==> src/rtl/nwt_pkg.sv <==
`default_nettype none

package nwt_pkg;

  // Field widths
  localparam int COORD_W    = 18;
  localparam int IDX_OUT_W  = 10;
  localparam int ABS_W      = 18;
  localparam int SQ_W       = 2 * ABS_W;
  localparam int DIST_W     = 38;
  localparam int COUNT_W    = 11;
  localparam int LIMIT_W    = 6;
  localparam int CFG_IDX_W  = 1;
  localparam int CFG_DATA_W = 11;

  localparam int DEF_MAX_WAYPOINTS = 1024;

  localparam logic [COUNT_W-1:0] COUNT_RESET = 11'd1;
  localparam logic [LIMIT_W-1:0] LIMIT_RESET = 6'd20;

  // Command codes
  localparam logic CMD_LOAD   = 1'b0;
  localparam logic CMD_LOCATE = 1'b1;

  // Configuration register indexes
  localparam logic [CFG_IDX_W-1:0] REG_WAYPOINT_COUNT = 1'b0;
  localparam logic [CFG_IDX_W-1:0] REG_SEARCH_LIMIT   = 1'b1;

  typedef enum logic [1:0] {
    ST_IDLE,
    ST_ISSUE,
    ST_WAIT,
    ST_FINISH
  } state_t;

endpackage

`default_nettype wire

==> src/rtl/nwt_dist.sv <==
`default_nettype none

// Squared-distance unit: abs difference, then squares, then sum.
module nwt_dist (
  input  wire logic                               clk,
  input  wire logic                               rst,
  input  wire logic                               in_vld,
  input  wire logic signed [nwt_pkg::COORD_W-1:0] px,
  input  wire logic signed [nwt_pkg::COORD_W-1:0] py,
  input  wire logic signed [nwt_pkg::COORD_W-1:0] wx,
  input  wire logic signed [nwt_pkg::COORD_W-1:0] wy,
  output      logic                               out_vld,
  output      logic [nwt_pkg::DIST_W-1:0]         dist_sq
);
  import nwt_pkg::*;

  logic signed [COORD_W:0] dx, dy;
  logic [ABS_W-1:0]        ax, ay;
  logic [SQ_W-1:0]         sqx, sqy;
  logic                    v1;

  assign dx = {px[COORD_W-1], px} - {wx[COORD_W-1], wx};
  assign dy = {py[COORD_W-1], py} - {wy[COORD_W-1], wy};

  always_ff @(posedge clk) begin
    if (rst) begin
      v1      <= 1'b0;
      out_vld <= 1'b0;
    end else begin
      v1      <= in_vld;
      out_vld <= v1;
    end
  end

  always_ff @(posedge clk) begin
    ax  <= dx[COORD_W] ? ABS_W'(-dx) : ABS_W'(dx);
    ay  <= dy[COORD_W] ? ABS_W'(-dy) : ABS_W'(dy);
    sqx <= ax * ax;
    sqy <= ay * ay;
  end

  assign dist_sq = DIST_W'(sqx) + DIST_W'(sqy);

endmodule

`default_nettype wire

==> config.mk <==
export PLATFORM = sky130hd
export DESIGN_NAME = nwt_dist
export DESIGN_NICKNAME = d
export VERILOG_FILES = /design/src/rtl/nwt_pkg.sv /design/src/rtl/nwt_dist.sv
export SDC_FILE = /design/constraint.sdc
export NUM_CORES = 1
export LEC_CHECK = 0
export ABC_AREA = 1
export ABC_CLOCK_PERIOD_IN_PS = 6900
export CAP_MARGIN = 20
export CORE_MARGIN = 3
export CORE_UTILIZATION = 55
export CTS_CLUSTER_DIAMETER = 120
export DETAILED_ROUTE_END_ITERATION = 10
export DONT_BUFFER_PORTS = 1
export PLACE_DENSITY = 0.75
export SLEW_MARGIN = 20
export SYNTH_ARGS = -nofsm -noshare
export SYNTH_HDL_FRONTEND = slang
export SYNTH_SLANG_ARGS = --single-unit
export TNS_END_PERCENT = 1
==> constraint.sdc <==
create_clock -name clk -period 6.9 [get_ports clk]
set_clock_uncertainty 0.1 [all_clocks]
set_input_delay 1.38 -clock clk [delete_from_list [all_inputs] [get_ports clk]]
set_output_delay 1.38 -clock clk [all_outputs]
set_load 0.005 [all_outputs]
---- Word level (Yosys, flattened, before mapping) ----
Index checks and enable logic that the tools add are counted.
storage, ports and cells
  register bits ........................... 110
  bits in latches ......................... 0
  RAM bits ................................ 0
  bits in read-only memories .............. 0
  input bits .............................. 75
  output and inout bits ................... 39
  logic and storage cells ................. 15
  memories kept ........................... 0
operators by class
  $add $sub $neg .......................... 5
  $mul .................................... 2
  div/mod/pow operators ................... 0
  $lt $le $gt $ge ......................... 0
  equality and inequality tests ........... 0
  shift-type cells ........................ 0
  multiplexer cells ....................... 2
  bitwise operators ....................... 0
  reductions and logical operators ........ 0
operator list
  operator        number
  $mul 18x18->36  2
  $sub 18x18->19  2
  $add 36x36->37  1
  $mux 18         2
  $neg 18->18     2

---- Longest topological paths before layout ----
  word-level depth ........................ 3
  depth in mapped cells ................... 28

---- Worst setup path after synthesis ----
No wires, ideal clock.
  path kind ............................... register -> register
  start ................................... reg ax[4]
  end ..................................... reg sqx[24]
  arrival ................................. 5.512 ns
  required time ........................... 6.688 ns
  path slack .............................. 1.175 ns
  cell stages (with the launch flop) ...... 25
  buffers on the path ..................... 2
  cells stage by stage .................... dfxtp_1 > clkbuf_1 > buf_1 > nand2_1 > fa_1 > inv_1 > fa_1 > inv_1 > fa_1 > fa_1 > inv_1 > fa_1 > inv_1 > fa_1 > inv_1 > ha_1 > a21oi_1 > inv_1 > a31oi_1 > a21boi_0 > o21ai_1 > nand2_1 > nand2_1 > nand2_1 > nand2_1
between the ends
  cells in the longest elaborated chain, start to end .. 1
ends and longest elaborated chain
  element                   RTL line        RTL
  start: declaration        nwt_dist.sv:18  logic [ABS_W-1:0] ax, ay;
  start signal: assignment  nwt_dist.sv:36  ax <= dx[COORD_W] ? ABS_W'(-dx) : ABS_W'(dx);
  $mul 18x18->36            nwt_dist.sv:38  sqx <= ax * ax;
  end signal: assignment    nwt_dist.sv:38
  end: declaration          nwt_dist.sv:19  logic [SQ_W-1:0] sqx, sqy;
No other way between the ends.
A chain may end at the register's enable or synchronous reset.

---- Worst setup path in the final report ----
  start ................................... reg ax[5]
  end ..................................... reg sqx[31]
The elaborated chain is that of the path after synthesis.

==> out/metrics.cfg <==
[run_status]
status=completed

[yosys]
synth_seq_area_share=0.08424
syn-cell-area_mm2=0.02567
yosys_register_bits=108
ys_types=44
syn_inst=3361
syn_avg_cell_area_um2=7.637
ys_warn_count=0
syn_nets=4170

[critical_path]
cpLargestDelayFamily=adder cells
start_kind=register
slowest_delay_ns=0.84
crit_fanout=18
slowest_stage=dfxtp_1
crit_chain=nand2_1 > fa_1 > inv_1 > fa_1 > inv_1 > fa_1 > fa_1 > inv_1 > fa_1 > inv_1 > fa_1 > inv_1 > ha_1 > nand2_1 > nor2_1 > inv_1 > o21ai_0 > a21oi_1 > o21bai_1 > nand2_1 > nand3_1 > nand2_1
path_class=reg -> reg
cp_data_required_time_ns=7.08
arrival_ns=6.44
path_buf_inv=6
end_kind=register

[clock_tree]
cts_buffers=9
cts_max_path_buffers=2
clk_root_buffer_cell=clkbuf_16
cts_setup_buffers=0
clkTransAtPathRegs_ns=0.08
clk-insertion-delay-late_ns=0.39
cts_hold_buf=0
cts_num_sinks=108
cts_tree=yes
cts_resized=0
cts-htree-levels=3

[place]
port_buffers=0
gp_congestion=0.9125
placed_area_mm2=0.02631
dp_hpwl_um=48610

[sta]
setup_viol=0
maxSlewViolCount=0
setup_tns_ns=0
min_period_over_period=0.9072
tightest_slew_ns=0.8409
fin_crit_ns=6.259
hold_viol=0
maxSlewHeadroom=0.4386
rsz0062_at_grt=no
whs_ns=0.3068
fmax_mhz=159.8

[finish]
fill_cells=4186
drive_above_1_share=0.02736
mostFrequentLayoutCells=inv_1 (945), nand2_1 (728), fa_1 (437)
fin_area_mm2=0.02663
antennaDiodeCount=0
final_common_cell=inv_1
multi_input_area_mm2=0.01962
seqCellArea_mm2=0.002162
syn_to_final_growth_pct=3.749
nNetsFinal=4130

[routing]
drt_iter0_drc=1317
ant_nets=0
first_pass_iters=5
drc=0
totalWireLength_um=55430
via_per_inst=5.066
wl_per_cell_um=14.12
via_count=19890

[floorplanning]
die_w_um=222.0
initial_core_util=0.5608
core-area_mm2=0.04577
pin_count=114
die_area_mm2=0.04930
row_count=78
die_h_um=222.0

[grt]
grt_pass1_wl_um=95600
grt_max_degree=20
track_usage=0.2332
grt_pass1_vias=20410
antenna_found_initial=0
overflow=0

[hold_path]
hp-class=reg -> reg

[flow_run]
cap_violations=0

synth_stat cells, drive strengths merged:
| library cell | number | area [µm²] |
|---|---|---|
| inv | 953 | 3577 |
| nand2 | 747 | 2851 |
| fa | 437 | 8748 |
| ha | 297 | 3716 |
| nor2 | 179 | 694.4 |
| a21oi | 136 | 684.4 |
| dfxtp | 108 | 2162 |
| xor2 | 91 | 815.8 |
| nand3 | 83 | 425.4 |
| o21ai | 73 | 380.4 |
| clkbuf | 61 | 229.0 |
| xnor2 | 45 | 401.6 |
| nand4 | 25 | 156.4 |
| a31oi | 21 | 131.4 |
| buf | 16 | 75.07 |
| a21o | 15 | 112.6 |
| nor3 | 14 | 70.07 |
| nand3b | 13 | 97.59 |
| o211ai | 6 | 45.04 |
| or2 | 6 | 37.54 |
| a21boi | 5 | 37.54 |
| o21a | 5 | 37.54 |
| o21bai | 5 | 37.54 |
| a211oi | 4 | 30.03 |
| a221oi | 4 | 35.03 |
| o31ai | 4 | 30.03 |
| and2 | 3 | 18.77 |
| nor4 | 2 | 12.51 |
| clkinv | 1 | 3.750 |
| conb | 1 | 3.750 |
| o221ai | 1 | 8.760 |
layout make-up:
type                    instances  area share
well taps                     600     0.02819
clock inverters                 5    0.002537
repair buffers                 26    0.007330
clock buffers                  11    0.009491
inverters                     954      0.1345
multi-input cells            2222      0.7368
flip-flops and latches        108     0.08119
stage by stage:
| stage | worst slack (ns) | utilization | std cells |
|---|---|---|---|
| finish | 0.6407 | 0.5818 | 3926 |
| global route | 0.2533 | 0.5818 | 3926 |
| CTS | 0.6968 | 0.5818 | 3926 |
| detailed placement | 0.7056 | 0.5748 | 3910 |
| global placement | 0.8326 | 0.5748 | 3910 |
| floorplan | 1.175 | - | 3361 |
metal layers:
metal  share of wire  global-route usage  vias up  wire (µm)
met3           0.066             0.03561       70       3635
met4           0.017             0.05387        0        964
li1                -                   -     9831          -
met5               0                   0        -          0
met1            0.45              0.3263     9431      25090
met2            0.46              0.3843      557      25740
logic make-up after synthesis:
logic type / count (synthesis) / synth area share
fa+ha+maj: 734 / 0.4856
compound gates: 279 / 0.06118
simple gates: 1072 / 0.1700
xor+xnor: 136 / 0.04743
other cells: 1 / 0.0001461
buf+inv: 1031 / 0.1514
flops: 108 / 0.08424
flip-flops by register name, indices dropped and copies added, names as in the netlist:
register	count
v1	1
ax	18
out_vld	1
ay	18
sqy	35
sqx	35
worst register-to-register path, delay by kind of cell, from the launching register on:
kind	cells	cell delay [ns]
simple gates	6	0.67
compound gates	3	0.88
flops	1	0.84
fa+ha+maj	7	3.39
buf+inv	6	0.28
worst paths after layout:
path,startpoint,end,slack [ns],cells past startpoint
worst max-delay path,ax[5],sqx[31],0.64,22
worst min-delay path,v1,out_vld,0.31,2
worst max register to register,ax[5],sqx[31],0.64,22
worst min register to register,v1,out_vld,0.31,2
Power is left out: the tool's default activity adds up to more than one toggle a clock period on the data nets, which glitch-free logic cannot reach.
